--- config.mk ---
export PLATFORM = sky130hd
export DESIGN_NAME = rgb_run_length_encoder_top
export DESIGN_NICKNAME = d
export VERILOG_FILES = /design/src/rgbrle_pkg.sv /design/src/rgbrle_div.sv /design/src/rgb_run_length_encoder_top.sv
export SDC_FILE = /design/constraint.sdc
export NUM_CORES = 1
export LEC_CHECK = 0
export BUFFER_PORTS_ARGS = -buffer_cell sky130_fd_sc_hd__buf_2
export CELL_PAD_IN_SITES_DETAIL_PLACEMENT = 0
export CELL_PAD_IN_SITES_GLOBAL_PLACEMENT = 1
export CORE_ASPECT_RATIO = 1.1
export CORE_MARGIN = 5
export CORE_UTILIZATION = 45
export CTS_CLUSTER_SIZE = 28
export DETAILED_ROUTE_END_ITERATION = 10
export PLACE_DENSITY_LB_ADDON = 0.1
export SYNTH_ARGS = -nofsm -noshare
export SYNTH_HDL_FRONTEND = slang
export SYNTH_SLANG_ARGS = --single-unit
--- constraint.sdc ---
create_clock -name clk -period 3.49 [get_ports clk]
set_input_delay 0.5235 -clock clk [delete_from_list [all_inputs] [get_ports clk]]
set_output_delay 0.5235 -clock clk [all_outputs]
set_load 0.05 [all_outputs]
--- src/rgbrle_pkg.sv ---
// rgbrle_pkg: shared types and constants of the rgb run-length encoder
// no dependencies; imported by rgbrle_div and rgb_run_length_encoder_top

package rgbrle_pkg;

    // register indexes of the configuration port
    localparam logic [1:0] REG_ROW_WIDTH = 2'd0;
    localparam logic [1:0] REG_MAX_VALUE = 2'd1;
    localparam logic [1:0] REG_GRAYSCALE = 2'd2;

    localparam logic [15:0] ROW_WIDTH_RESET = 16'd1;
    localparam logic [15:0] MAX_VALUE_RESET = 16'd255;

    // longest run, also the saturated scaled sample
    localparam logic [7:0] RUN_LIMIT = 8'd255;
    localparam logic [7:0] SAT_VALUE = 8'hFF;

    // quotient bits of one scaling division
    localparam int QUOT_BITS = 8;

    // channel order through the divider
    localparam logic [1:0] CH_BLUE  = 2'd0;
    localparam logic [1:0] CH_GREEN = 2'd1;
    localparam logic [1:0] CH_RED   = 2'd2;

    typedef struct packed {
        logic [15:0] red_in;
        logic [15:0] green_in;
        logic [15:0] blue_in;
    } pixel_t;

    typedef struct packed {
        logic [7:0] out_byte;
        logic       last_byte;
    } code_t;

    typedef struct packed {
        logic        start;
        logic [15:0] sample;
        logic [15:0] divisor;
    } div_req_t;

    typedef struct packed {
        logic       done;
        logic [7:0] quot;
    } div_rsp_t;

    typedef enum logic [2:0] {
        S_IDLE,
        S_START,
        S_WAIT,
        S_EVAL,
        S_EMIT
    } enc_state_t;

endpackage

--- src/rgbrle_div.sv ---
// rgbrle_div: bit-serial scaling divider, quot = 255 * sample / divisor
// one quotient bit per cycle, saturates at 255 when sample > divisor
// depends on rgbrle_pkg

module rgbrle_div
    import rgbrle_pkg::*;
(
    input  logic     clk,
    input  logic     rst_n,
    input  div_req_t req,
    output div_rsp_t rsp
);

    logic        busy_reg, busy_next;
    logic [2:0]  cnt_reg, cnt_next;
    logic        done_reg, done_next;
    logic [15:0] rem_reg, rem_next;
    logic [7:0]  num_reg, num_next;
    logic [7:0]  quot_reg, quot_next;
    logic [15:0] div_reg, div_next;
    logic        sat_reg, sat_next;

    logic [23:0] numer;
    logic [16:0] trial;
    logic [16:0] diff;
    logic        ge;

    // 255 * v as (v << 8) - v
    assign numer = {req.sample, 8'd0} - {8'd0, req.sample};
    assign trial = {rem_reg, num_reg[7]};
    assign diff  = trial - {1'b0, div_reg};
    assign ge    = trial >= {1'b0, div_reg};

    always_comb
    begin
        busy_next = busy_reg;
        cnt_next  = cnt_reg;
        done_next = 1'b0;
        rem_next  = rem_reg;
        num_next  = num_reg;
        quot_next = quot_reg;
        div_next  = div_reg;
        sat_next  = sat_reg;
        if (req.start)
        begin
            busy_next = 1'b1;
            cnt_next  = 3'(QUOT_BITS - 1);
            rem_next  = numer[23:8];
            num_next  = numer[7:0];
            div_next  = req.divisor;
            sat_next  = req.sample > req.divisor;
        end
        else if (busy_reg)
        begin
            rem_next  = ge ? diff[15:0] : trial[15:0];
            num_next  = {num_reg[6:0], 1'b0};
            quot_next = {quot_reg[6:0], ge};
            cnt_next  = cnt_reg - 3'd1;
            if (cnt_reg == 3'd0)
            begin
                busy_next = 1'b0;
                done_next = 1'b1;
            end
        end
    end

    always_ff @(posedge clk or negedge rst_n)
    begin
        if (!rst_n)
        begin
            busy_reg <= 1'b0;
            cnt_reg  <= 3'd0;
            done_reg <= 1'b0;
        end
        else
        begin
            busy_reg <= busy_next;
            cnt_reg  <= cnt_next;
            done_reg <= done_next;
        end
    end

    always_ff @(posedge clk)
    begin
        rem_reg  <= rem_next;
        num_reg  <= num_next;
        quot_reg <= quot_next;
        div_reg  <= div_next;
        sat_reg  <= sat_next;
    end

    assign rsp.done = done_reg;
    assign rsp.quot = sat_reg ? SAT_VALUE : quot_reg;

endmodule

--- src/rgb_run_length_encoder_top.sv ---
// rgb_run_length_encoder_top: pixel run-length encoder, top level
// depends on rgbrle_pkg and rgbrle_div

// Takes one pixel request at a time, scales each sample to 8 bits as
// 255*v/max_value (saturating at 255) and run-length encodes the colors.
// A run is sent as four bytes: count, blue, green, red; a pixel causes 0, 4
// or 8 bytes and the final one carries last_byte. Scaling runs through one
// bit-serial divider that produces one quotient bit per cycle; each channel
// goes through a start, eight quotient bits and a done strobe, and in
// grayscale mode only blue is divided. A pixel is accepted in the idle
// state; its channels are then divided in turn, the result is evaluated
// against the run and the bytes are emitted while the output side takes
// them. The output register lets the next pixel be accepted while the
// final byte still waits. Configuration (row_width, max_value,
// grayscale_mode) may be written only while idle; a max_value of zero
// divides by one and a row_width of zero acts as one.

module rgb_run_length_encoder_top
    import rgbrle_pkg::*;
#(
    parameter int SAMPLE_BITS = 16
)
(
    input  logic        clk,
    input  logic        rst_n,
    // pixel channel
    input  logic        pixel_valid,
    output logic        pixel_stall,
    input  pixel_t      pixel,
    // byte channel
    output logic        code_valid,
    input  logic        code_stall,
    output code_t       code,
    // configuration writes
    input  logic        cfg_we,
    input  logic [1:0]  cfg_index,
    input  logic [15:0] cfg_data
);

    // configuration registers
    logic [15:0] row_width_reg;
    logic [15:0] max_value_reg;
    logic        gray_reg;

    // sequencer
    enc_state_t state_reg, state_next;
    logic [1:0] ch_reg, ch_next;

    // captured samples, indexed by channel
    logic [SAMPLE_BITS-1:0] samp_reg [3];
    logic [SAMPLE_BITS-1:0] samp_next [3];
    // scaled colors of the current pixel, indexed by channel
    logic [7:0] color_reg [3];
    logic [7:0] color_next [3];

    // run state
    logic [7:0]  run_r_reg, run_r_next;
    logic [7:0]  run_g_reg, run_g_next;
    logic [7:0]  run_b_reg, run_b_next;
    logic [7:0]  run_len_reg, run_len_next;
    logic [15:0] column_reg, column_next;

    // byte shift line toward the output register
    logic [7:0] emit_reg [8];
    logic [7:0] emit_next [8];
    logic [3:0] emit_cnt_reg, emit_cnt_next;

    // output register
    logic  code_valid_reg, code_valid_next;
    code_t code_reg, code_next;

    div_req_t div_req;
    div_rsp_t div_rsp;

    // evaluation of one scaled pixel against the run
    logic        same;
    logic        flush_old;
    logic        row_end;
    logic [7:0]  len_after;
    logic [16:0] column_inc;
    logic [15:0] divisor;

    rgbrle_div u_div (
        .clk   (clk),
        .rst_n (rst_n),
        .req   (div_req),
        .rsp   (div_rsp)
    );

    // a zero max_value divides by one
    assign divisor = (max_value_reg == 16'd0) ? 16'd1 : max_value_reg;

    assign same = (color_reg[CH_RED] == run_r_reg) && (color_reg[CH_GREEN] == run_g_reg)
               && (color_reg[CH_BLUE] == run_b_reg) && (run_len_reg != RUN_LIMIT);
    assign flush_old  = !same && (run_len_reg != 8'd0);
    assign len_after  = same ? (run_len_reg + 8'd1) : 8'd1;
    assign column_inc = {1'b0, column_reg} + 17'd1;
    assign row_end    = column_inc >= {1'b0, row_width_reg};

    assign pixel_stall = (state_reg != S_IDLE);

    always_comb
    begin
        state_next      = state_reg;
        ch_next         = ch_reg;
        samp_next       = samp_reg;
        color_next      = color_reg;
        run_r_next      = run_r_reg;
        run_g_next      = run_g_reg;
        run_b_next      = run_b_reg;
        run_len_next    = run_len_reg;
        column_next     = column_reg;
        emit_next       = emit_reg;
        emit_cnt_next   = emit_cnt_reg;
        code_next       = code_reg;
        // output register empties when the consumer takes the byte
        code_valid_next = code_valid_reg && code_stall;

        div_req.start   = 1'b0;
        div_req.sample  = 16'(samp_reg[ch_reg]);
        div_req.divisor = divisor;

        case (state_reg)
            S_IDLE:
            begin
                if (pixel_valid)
                begin
                    samp_next[CH_BLUE]  = pixel.blue_in[SAMPLE_BITS-1:0];
                    samp_next[CH_GREEN] = pixel.green_in[SAMPLE_BITS-1:0];
                    samp_next[CH_RED]   = pixel.red_in[SAMPLE_BITS-1:0];
                    ch_next             = CH_BLUE;
                    state_next          = S_START;
                end
            end
            S_START:
            begin
                div_req.start = 1'b1;
                state_next    = S_WAIT;
            end
            S_WAIT:
            begin
                if (div_rsp.done)
                begin
                    color_next[ch_reg] = div_rsp.quot;
                    if (gray_reg)
                    begin
                        // blue stands for all three channels
                        color_next[CH_GREEN] = div_rsp.quot;
                        color_next[CH_RED]   = div_rsp.quot;
                        state_next           = S_EVAL;
                    end
                    else if (ch_reg == CH_RED)
                    begin
                        state_next = S_EVAL;
                    end
                    else
                    begin
                        ch_next    = ch_reg + 2'd1;
                        state_next = S_START;
                    end
                end
            end
            S_EVAL:
            begin
                // old run first if the color breaks it, then the row-end flush
                if (flush_old)
                begin
                    emit_next[0] = run_len_reg;
                    emit_next[1] = run_b_reg;
                    emit_next[2] = run_g_reg;
                    emit_next[3] = run_r_reg;
                    emit_next[4] = len_after;
                    emit_next[5] = color_reg[CH_BLUE];
                    emit_next[6] = color_reg[CH_GREEN];
                    emit_next[7] = color_reg[CH_RED];
                    emit_cnt_next = row_end ? 4'd8 : 4'd4;
                end
                else
                begin
                    emit_next[0] = len_after;
                    emit_next[1] = color_reg[CH_BLUE];
                    emit_next[2] = color_reg[CH_GREEN];
                    emit_next[3] = color_reg[CH_RED];
                    emit_next[4] = len_after;
                    emit_next[5] = color_reg[CH_BLUE];
                    emit_next[6] = color_reg[CH_GREEN];
                    emit_next[7] = color_reg[CH_RED];
                    emit_cnt_next = row_end ? 4'd4 : 4'd0;
                end
                run_r_next   = color_reg[CH_RED];
                run_g_next   = color_reg[CH_GREEN];
                run_b_next   = color_reg[CH_BLUE];
                run_len_next = row_end ? 8'd0 : len_after;
                column_next  = row_end ? 16'd0 : column_inc[15:0];
                if (flush_old || row_end)
                begin
                    state_next = S_EMIT;
                end
                else
                begin
                    state_next = S_IDLE;
                end
            end
            S_EMIT:
            begin
                // load the next byte once the output register is free
                if (!code_valid_reg || !code_stall)
                begin
                    code_valid_next    = 1'b1;
                    code_next.out_byte = emit_reg[0];
                    code_next.last_byte = (emit_cnt_reg == 4'd1);
                    for (int i = 0; i < 7; i++)
                    begin
                        emit_next[i] = emit_reg[i+1];
                    end
                    emit_cnt_next = emit_cnt_reg - 4'd1;
                    if (emit_cnt_reg == 4'd1)
                    begin
                        state_next = S_IDLE;
                    end
                end
            end
            default:
            begin
                state_next = S_IDLE;
            end
        endcase
    end

    // configuration registers
    always_ff @(posedge clk or negedge rst_n)
    begin
        if (!rst_n)
        begin
            row_width_reg <= ROW_WIDTH_RESET;
            max_value_reg <= MAX_VALUE_RESET;
            gray_reg      <= 1'b0;
        end
        else if (cfg_we)
        begin
            case (cfg_index)
                REG_ROW_WIDTH: row_width_reg <= cfg_data;
                REG_MAX_VALUE: max_value_reg <= cfg_data;
                REG_GRAYSCALE: gray_reg      <= cfg_data[0];
                default:       gray_reg      <= gray_reg;
            endcase
        end
    end

    // control and run state
    always_ff @(posedge clk or negedge rst_n)
    begin
        if (!rst_n)
        begin
            state_reg      <= S_IDLE;
            ch_reg         <= CH_BLUE;
            run_r_reg      <= 8'd0;
            run_g_reg      <= 8'd0;
            run_b_reg      <= 8'd0;
            run_len_reg    <= 8'd0;
            column_reg     <= 16'd0;
            emit_cnt_reg   <= 4'd0;
            code_valid_reg <= 1'b0;
        end
        else
        begin
            state_reg      <= state_next;
            ch_reg         <= ch_next;
            run_r_reg      <= run_r_next;
            run_g_reg      <= run_g_next;
            run_b_reg      <= run_b_next;
            run_len_reg    <= run_len_next;
            column_reg     <= column_next;
            emit_cnt_reg   <= emit_cnt_next;
            code_valid_reg <= code_valid_next;
        end
    end

    // payload registers
    always_ff @(posedge clk)
    begin
        samp_reg  <= samp_next;
        color_reg <= color_next;
        emit_reg  <= emit_next;
        code_reg  <= code_next;
    end

    assign code_valid = code_valid_reg;
    assign code       = code_reg;

    // one pixel in flight: an accepted pixel closes the input at once
    assert property (@(posedge clk) disable iff (!rst_n)
        pixel_valid && !pixel_stall |=> pixel_stall)
        else $error("pixel accepted while another is in flight");

    // the divider answers only while the sequencer waits for it
    assert property (@(posedge clk) disable iff (!rst_n)
        div_rsp.done |-> state_reg == S_WAIT)
        else $error("divider result outside the wait state");

    // no more than two runs queued per pixel
    assert property (@(posedge clk) disable iff (!rst_n)
        emit_cnt_reg <= 4'd8)
        else $error("byte count overflow");

    // the final byte of a pixel leaves the sequencer idle
    assert property (@(posedge clk) disable iff (!rst_n)
        state_reg == S_EMIT && (!code_valid_reg || !code_stall) && emit_cnt_reg == 4'd1
        |=> state_reg == S_IDLE && code_valid && code.last_byte)
        else $error("final byte not flagged");

endmodule
==> results.json, run 1 <==
{
  "numPortBuffers": 81,
  "overflow": 0,
  "maxSlewHeadroom": 0.326,
  "dr.pass1.iters": 4,
  "hpwl_mm": 24.6,
  "final_util": 0.521,
  "first_global_vias": 10100,
  "synthCells": 1379,
  "synthFlopType": "edfxtp_1",
  "die_h_um": 201,
  "clk-insertion-delay-late_ns": 0.56,
  "fmax_mhz": 302,
  "cts.path.max_buffers": 3,
  "drive_gt1_frac": 0.154,
  "p_int_w": 0.00577,
  "area_growth_pct": 13.5,
  "synth_edf_count": 194,
  "critPathCaptureType": "flop",
  "finalWirelength_mm": 34.3,
  "timing.final.hold_violations": 0,
  "synthTopCellsByCount": "262 x nand2_1, 194 x edfxtp_1, 92 x inv_1, 87 x dfrtp_1, 86 x o21ai_0",
  "hp-class": "input pin to flop",
  "ir_worst_vdd_uv": 442,
  "ys_ff_latch": 290,
  "crit_top_cell": "a21oi_1",
  "required_ns": 3.76,
  "rsz0062_at_grt": "false",
  "crit_path_top_delay_cell": "dfrtp_1",
  "ant_nets": 0,
  "setup_violations": 0,
  "viasPerCell": 5.23,
  "wl_per_cell_um": 17.9,
  "yosysUniqueCellTypes": 70,
  "critPathKind": "flop to flop",
  "setup_tns_ns": 0,
  "ys_seq_area_frac": 0.553,
  "grt_start_max_net_pins": 97,
  "cts_buffers": 31,
  "start_util": 0.459,
  "largest_reg_flops": 64,
  "top_layer_used": "met4",
  "crit_family": "compound AO/OA/AOI/OAI gates",
  "netlist_area_sq_mm": 0.0149,
  "syn_nets": 1520,
  "seq_power_share": 0.521,
  "drc": 0,
  "slew_violations": 0,
  "met2WireLength_mm": 17.1,
  "path_cells": "buf_12, mux2_4, a22oi_1, inv_1, ha_1, a21oi_1, o211a_1, nand4_1, nor3_1, nand2_1, nor2_1, xnor2_1, a21oi_1",
  "grt_usage": 0.184,
  "slowest_delay_ns": 0.42,
  "switching_share": 0.214,
  "htreeDepth": 1,
  "fill_cells": 2977,
  "maxCapViolations": 0,
  "die-width_um": 183,
  "finClkSkew_ns": 0.0226,
  "syn_avg_cell_area_sq_um": 10.8,
  "critPathBufInv": 2,
  "synth_area_leaders": "edfxtp_1 39%, dfrtp_1 15%, nand2_1 6.6%",
  "place_congestion": 0.824,
  "core_area_sq_mm": 0.0325,
  "die_area_sq_mm": 0.0368,
  "start_kind": "flop",
  "seq_area_sq_mm": 0.00824,
  "root_buffer": "clkbuf_16",
  "yosysTopAreaCell": "edfxtp_1",
  "arrival_ns": 3.58,
  "nets": 1603,
  "antenna_found_initial": 0,
  "synth-async-reset-ratio": 0.331,
  "antenna_cells": 0,
  "status": "finished clean",
  "fin_crit_ns": 3.31,
  "comb_power_share": 0.040,
  "multi_input_area_sq_mm": 0.00601,
  "design.portCount": 82,
  "leakage_nw": 7.52,
  "cp_max_fo": 18,
  "drt-initial-drc-count": 543,
  "finalCritPeriodShare": 0.948,
  "p_per_area_mw_per_mm2": 435,
  "p_clk_frac": 0.439,
  "power.switching_w": 0.00157,
  "vias": 9998,
  "yosysWarnings": 0,
  "cts.sink_count": 290,
  "yosysMostFrequentCell": "nand2_1",
  "route.met3.wl_mm": 1.37,
  "path_clk_slew_ns": 0.06,
  "tightestPinTransition_ns": 1.01,
  "rows": 69,
  "grt_pass1_wl_mm": 54.8,
  "netlist.area_leader.share": 0.391,
  "cts_tree": "built",
  "wl_met1_mm": 14.9
}
[layout make-up]
type	instances	area share
timing repair buffer	124	0.0456
multi-input combinational	921	0.355
clock buffer	39	0.0489
sequential	290	0.488
clock inverter	18	0.00970
inverter	94	0.0210
tap	426	0.0315
[kinds of logic (layout without fill, tap and decap cells)]
kind of cell / after synthesis / count (layout) / share of synthesized area
compound gates: 241 / 241 / 0.107
buf+inv: 168 / 275 / 0.0472
flops: 290 / 290 / 0.553
xor+xnor: 82 / 82 / 0.0482
mux: 67 / 67 / 0.0470
simple gates: 461 / 461 / 0.138
fa+ha+maj: 70 / 70 / 0.0593
[worst paths after layout]
check | startpoint | to | slack (ns) | depth (start not counted)
worst max-delay path | ch_reg[1] | u_div.rem_reg[14] | 0.18 | 13
worst min-delay path | pixel[15] | samp_reg[47] | 0.14 | 1
worst max register to register | ch_reg[1] | u_div.rem_reg[14] | 0.18 | 13
worst min register to register | emit_reg[60] | code[5] | 0.42 | 0
max in group asynchronous | rst_n | max_value_reg[3] | 2.19 | 3
min in group asynchronous | rst_n | column_reg[4] | 0.51 | 2
[layer usage]
metal,vias to the layer above,global-route usage
met5,-,0
met4,0,0.0546
met3,62,0.0275
met2,173,0.319
met1,4765,0.237
li1,4998,-
[worst register-to-register path, stage by stage, from the launching register on]
cell	delay [ns]
dfrtp_1	0.42
buf_12	0.21
mux2_4	0.32
a22oi_1	0.23
inv_1	0.16
ha_1	0.38
a21oi_1	0.21
o211a_1	0.23
nand4_1	0.17
nor3_1	0.28
nand2_1	0.08
nor2_1	0.12
xnor2_1	0.13
a21oi_1	0.08
[power groups by stage]
stage                     Sequential [W]  Clock (W)  Combinational, W
after global routing             0.00383    0.00345          0.000342
after CTS                        0.00383    0.00332          0.000302
final                            0.00383    0.00322          0.000295
after global placement           0.00390          0          0.000293
after detailed placement         0.00390          0          0.000298
after floorplan                  0.00385          0          0.000189
[cells in the final DEF, fill, tap and decap left out, types with 21 or more instances in the layout]
master	netlist	final
inv_1	92	92
nand2_1	262	261
clkbuf_16	0	32
xnor2_1	40	39
edfxtp_1	194	194
a21oi_1	37	37
nand3_1	30	29
buf_2	9	80
mux2i_1	47	47
xor2_1	42	42
a21o_1	21	21
ha_1	69	68
buf_4	4	40
dfrtp_1	87	85
nor2_1	67	66
o21ai_0	86	85
[through the flow]
stage / hold WS (ns) / setup WS (ns) / instances / total power [W] / cell area, sq um
floorplan: 0.228 / 0.136 / 1379 / 0.00404 / 14900
global placement: 0.402 / 0.194 / 1850 / 0.00419 / 15800
detailed placement: 0.408 / 0.120 / 1850 / 0.00419 / 15800
CTS: 0.104 / 0.0966 / 1908 / 0.00745 / 16800
global route: 0.107 / 0.0140 / 1912 / 0.00762 / 16900
finish: 0.136 / 0.182 / 1912 / 0.00734 / 16900
[what timing repair did]
item,CTS,global route
gates resized for setup,0,9
buffers inserted,0,4
hold endpoints to repair,37,0
endpoints found under the setup margin,0,16
hold buffers,1,0
Power figures use the tool's default switching activity.
==> run 2, diff against run 1 <==
- BUFFER_PORTS_ARGS: -buffer_cell sky130_fd_sc_hd__buf_2 -> not set
- CORE_UTILIZATION: 45 -> 46
- DONT_BUFFER_PORTS: not set -> 1
==> run 2 against run 1 <==
Maximum frequency increased by 2.6%. First-iteration DRC count up 2.6%. Clock skew is 0.0014 ns lower. Worst hold slack got worse by 0.096 ns. Flip-flop and latch count stayed put. Critical endpoint is now emit_cnt_reg[2]. Largest power group unchanged. Highest routed layer unchanged.
==> results.json, run 2 (synthesis results as in run 1) <==
{
  "cts_buffers": 31,
  "postPlaceCellArea_sq_mm": 0.0154,
  "mostFrequentLayoutCells": "261 x nand2_1, 194 x edfxtp_1, 92 x inv_1, 86 x o21ai_0, 84 x dfrtp_1",
  "tightestPinTransition_ns": 0.796,
  "critPathLaunch": "column_reg[0]",
  "rows": 69,
  "min_path_cells": 0,
  "slew_violations": 0,
  "setup_slack_ns": 0.265,
  "antenna_cells": 0,
  "crit_family": "compound AO/OA/AOI/OAI gates",
  "switching_share": 0.210,
  "wl_per_cell_um": 18.4,
  "drive_gt1_frac": 0.112,
  "drc": 0,
  "fill_cells": 2908,
  "root_buffer": "clkbuf_16",
  "design.portCount": 82,
  "path_clk_slew_ns": 0.06,
  "overflow": 0,
  "maxCapViolations": 0,
  "viasPerCell": 5.26,
  "cts.path.max_buffers": 3,
  "cp.depth": 15,
  "cp_max_fo": 6,
  "cts_tree": "built",
  "grt_pass1_wl_mm": 53.3,
  "p_int_w": 0.00617,
  "core_area_sq_mm": 0.0321,
  "comb_power_share": 0.034,
  "die_h_um": 199,
  "slowest_delay_ns": 0.41,
  "hold_slack_ns": 0.0407,
  "critPathCaptureType": "flop",
  "reg2reg_from": "column_reg[0]",
  "arrival_ns": 3.65,
  "setup_violations": 0,
  "finalWirelength_mm": 33.6,
  "timing.final.hold_violations": 0,
  "dp_slack_ns": 0.0908,
  "path_cells": "ha_2, and3_1, nand3_2, xnor2_1, ha_1, a21o_1, a21o_1, a21oi_1, o211ai_1, nand2_1, and3_2, buf_4, ha_1, o21ai_0, a21oi_1",
  "die-width_um": 182,
  "cts.sink_count": 290,
  "clk-insertion-delay-late_ns": 0.57,
  "finalCritPeriodShare": 0.924,
  "rsz0062_at_grt": "true",
  "ir_worst_vdd_uv": 458,
  "dr.pass1.iters": 4,
  "critPathBufInv": 1,
  "critPathCapture": "emit_cnt_reg[2]",
  "numPortBuffers": 0,
  "nets": 1518,
  "start_util": 0.464,
  "fin_crit_ns": 3.23,
  "setup_tns_ns": 0,
  "grt_usage": 0.184,
  "first_global_vias": 9595,
  "antenna_found_initial": 0,
  "rr_worst_depth": 15,
  "vias": 9619,
  "critPathKind": "flop to flop",
  "stdcell_area_sq_mm": 0.0167,
  "die_area_sq_mm": 0.0361,
  "required_ns": 3.91,
  "fmax_mhz": 310,
  "largest_reg_flops": 64,
  "drt-initial-drc-count": 557,
  "p_per_area_mw_per_mm2": 468,
  "grt_start_max_net_pins": 97,
  "hpwl_mm": 23.8,
  "maxSlewHeadroom": 0.468,
  "start_kind": "flop",
  "hp-class": "input pin to flop",
  "place_congestion": 0.822,
  "final_common_cell": "nand2_1",
  "crit_path_top_delay_cell": "dfrtp_2",
  "power.switching_w": 0.00164,
  "area_growth_pct": 12.1,
  "ant_nets": 0,
  "status": "finished clean",
  "htreeDepth": 1,
  "p_clk_frac": 0.478,
  "leakage_nw": 7.26,
  "seq_power_share": 0.489,
  "r2r_end": "emit_cnt_reg[2]",
  "r2r_slack_ns": 0.26,
  "finClkSkew_ns": 0.0212
}
==> run 2: changes by cell type in the layout (fill, tap and decap cells not counted), sizes merged <==
cell,delta
clkinvlp,+1
clkinv,-4
buf,-85
bufinv,+3
clkbuf,+1
==> run 2: layer usage <==
| layer | track usage | share of wire | vias up |
|---|---|---|---|
| li1 | - | - | 4828 |
| met1 | 0.240 | 0.45 | 4616 |
| met2 | 0.331 | 0.51 | 143 |
| met3 | 0.0249 | 0.029 | 32 |
| met4 | 0.0406 | 0.017 | 0 |
| met5 | 0 | 0 | - |
==> run 2: worst min path at each step <==
stage                         start        endpoint  slack [ns]
after detailed placement      rst_n  column_reg[11]        0.23
final                      pixel[5]    samp_reg[37]        0.04
after CTS                 pixel[13]    samp_reg[45]       0.008
after global placement        rst_n  column_reg[12]        0.23
after floorplan               rst_n       ch_reg[0]        0.23
after global routing      pixel[41]     samp_reg[9]       0.001
==> run 2: worst reg2reg max path, stage by stage (launching register included) <==
cell,delay (ns)
dfrtp_2,0.41
ha_2,0.22
and3_1,0.20
nand3_2,0.16
xnor2_1,0.22
ha_1,0.27
a21o_1,0.17
a21o_1,0.17
a21oi_1,0.19
o211ai_1,0.13
nand2_1,0.12
and3_2,0.22
buf_4,0.15
ha_1,0.23
o21ai_0,0.15
a21oi_1,0.08
==> run 2: cell type report <==
type | instances | area [sq um] | area share
Clock buffer | 40 | 925 | 0.0554
Sequential cell | 290 | 8240 | 0.494
Clock inverter | 18 | 265 | 0.0159
Timing Repair Buffer | 39 | 378 | 0.0226
Inverter | 94 | 354 | 0.0212
Tap cell | 426 | 533 | 0.0319
Multi-Input combinational cell | 921 | 6000 | 0.359
==> run 2: timing repair <==
| action | in CTS | in global routing |
|---|---|---|
| endpoints found under the setup margin | 0 | 22 |
| buffers inserted | 0 | 4 |
| hold endpoints to repair | 96 | 0 |
| hold buffers | 2 | 0 |
| gates resized for setup | 0 | 9 |
==> run 2: power by group through the flow <==
stage          Combinational [W]  Sequential, W  Clock, W
2_1_floorplan           0.000189        0.00385         0
3_3_place_gp            0.000236        0.00389         0
3_5_place_dp            0.000237        0.00389         0
4_1_cts                 0.000271        0.00382   0.00383
5_1_grt                 0.000304        0.00382   0.00398
6_report                0.000264        0.00382   0.00373
==> run 2: stage by stage <==
step                      utilization  power [W]  instances
after floorplan                     -    0.00404       1379
after global placement          0.480    0.00412       1764
after detailed placement        0.480    0.00413       1764
after CTS                       0.518    0.00792       1824
after global routing            0.520    0.00811       1828
final                           0.520    0.00781       1828
==> run 3, diff against run 2 <==
- CORE_MARGIN: 5 -> not set
==> run 3 against run 2 <==
Clock power fell by 8.3%. Maximum frequency down 0.30%. Worst setup slack lost 0.0098 ns. Power is 3.8% lower. Register-to-register slack about the same. Sequential share of layout area up 0.30 points. Global-route usage is 2.6 points higher.
==> results.json, run 3 (synthesis results as in run 1) <==
{
  "finalCritPeriodShare": 0.927,
  "hold_slack_ns": 0.0975,
  "status": "finished clean",
  "ant_nets": 0,
  "numPortBuffers": 0,
  "first_global_vias": 9847,
  "finalWirelength_mm": 33.9,
  "cp_max_fo": 16,
  "required_ns": 3.74,
  "place_congestion": 0.854,
  "r2r_slack_ns": 0.25,
  "dr.pass1.iters": 5,
  "start_util": 0.470,
  "r2r_end": "u_div.rem_reg[15]",
  "viasPerCell": 5.34,
  "grt_start_max_net_pins": 97,
  "hp-class": "input pin to flop",
  "area_growth_pct": 11.4,
  "overflow": 0,
  "fin_cells": 1830,
  "largest_reg_flops": 64,
  "arrival_ns": 3.49,
  "antenna_cells": 0,
  "vias": 9768,
  "setup_slack_ns": 0.255,
  "finClkSkew_ns": 0.0187,
  "cts.sink_count": 290,
  "drive_gt1_frac": 0.110,
  "grt_pass1_wl_mm": 54.5,
  "power_w": 0.00752,
  "nets": 1525,
  "wl_per_cell_um": 18.5,
  "tightestPinTransition_ns": 0.826,
  "critPathLaunch": "ch_reg[1]",
  "p_per_area_mw_per_mm2": 453,
  "fmax_mhz": 309,
  "die_area_sq_mm": 0.0331,
  "ir_worst_vdd_uv": 383,
  "place_inst": 1766,
  "mostFrequentLayoutCells": "261 x nand2_1, 194 x edfxtp_1, 92 x inv_1, 86 x o21ai_0, 86 x dfrtp_1",
  "htreeDepth": 2,
  "cts_setup_buffers": 0,
  "final_common_cell": "nand2_1",
  "leakage_nw": 7.22,
  "die-width_um": 174,
  "maxCapViolations": 0,
  "path_clk_slew_ns": 0.06,
  "drc": 0,
  "timing.final.hold_violations": 0,
  "setup_tns_ns": 0,
  "design.portCount": 82,
  "cts_buffers": 34,
  "dp_slack_ns": 0.0975,
  "critPathCapture": "u_div.rem_reg[15]",
  "maxSlewHeadroom": 0.447,
  "drt-initial-drc-count": 559,
  "clk-insertion-delay-late_ns": 0.52,
  "critPathCaptureType": "flop",
  "grt_usage": 0.210,
  "antenna_found_initial": 0,
  "root_buffer": "clkbuf_16",
  "die_h_um": 191,
  "critPathKind": "flop to flop",
  "cts.path.max_buffers": 3,
  "fill_cells": 2857,
  "start_kind": "flop",
  "cts_tree": "built",
  "fin_crit_ns": 3.24,
  "slew_violations": 0,
  "rsz0062_at_grt": "false",
  "setup_violations": 0,
  "core_area_sq_mm": 0.0317,
  "hpwl_mm": 23.8,
  "reg2reg_from": "ch_reg[1]",
  "rows": 68,
  "rr_worst_depth": 12
}
## run 3: routing by layer
metal / GRT usage / wire [um] / up-vias
met3: 0.0291 / 1130 / 53
met1: 0.265 / 15000 / 4707
li1: - / - / 4847
met5: 0 / 0 / -
met4: 0.0616 / 787 / 0
met2: 0.374 / 17000 / 161
## run 3: final cells by class
class | count | area, sq um | area share
clock buffers | 47 | 930 | 0.0560
repair buffers | 43 | 395 | 0.0238
multi-input cells | 921 | 6000 | 0.362
clock inverters | 15 | 144 | 0.00867
well taps | 420 | 526 | 0.0317
flip-flops and latches | 290 | 8240 | 0.497
inverters | 94 | 354 | 0.0213
## run 3: metrics by stage
stage | util | instance area [sq um]
floorplan | - | 14900
global placement | 0.488 | 15500
detailed placement | 0.488 | 15500
CTS | 0.523 | 16600
global route | 0.524 | 16600
finish | 0.524 | 16600
## run 3: report_power, final
part,switching (W),total (W),leakage [nW],internal [W]
Sequential,0.0000754,0.00383,2.97,0.00375
Clock,0.00139,0.00342,0.527,0.00203
Combinational,0.000165,0.000270,3.73,0.000105
Total,0.00163,0.00752,7.22,0.00588
## run 3: worst min path at each step
stage	from	endpoint	slack, ns	cells past startpoint
floorplan	rst_n	ch_reg[0]	0.23	0
detailed placement	rst_n	column_reg[9]	0.23	0
CTS	pixel[15]	samp_reg[47]	0.07	0
global route	pixel[42]	samp_reg[10]	0.07	0
finish	pixel[42]	samp_reg[10]	0.1	0
global placement	rst_n	column_reg[9]	0.23	0
## run 3: repair_timing
item	in CTS	in global routing
gates resized for setup	0	8
endpoints found under the hold margin	96	0
setup endpoints to repair	0	15
hold buffers	2	0
## run 3: worst max-delay path: stages, from the launching register on
cell and delay (ns):
dfrtp_1 0.45, buf_12 0.20, mux2i_1 0.20, a2bb2oi_1 0.25
inv_1 0.12, ha_1 0.35, a21o_1 0.22, nor4b_1 0.46
o31ai_4 0.16, nand2_2 0.17, o211ai_2 0.10, xnor2_1 0.19
o211ai_2 0.09
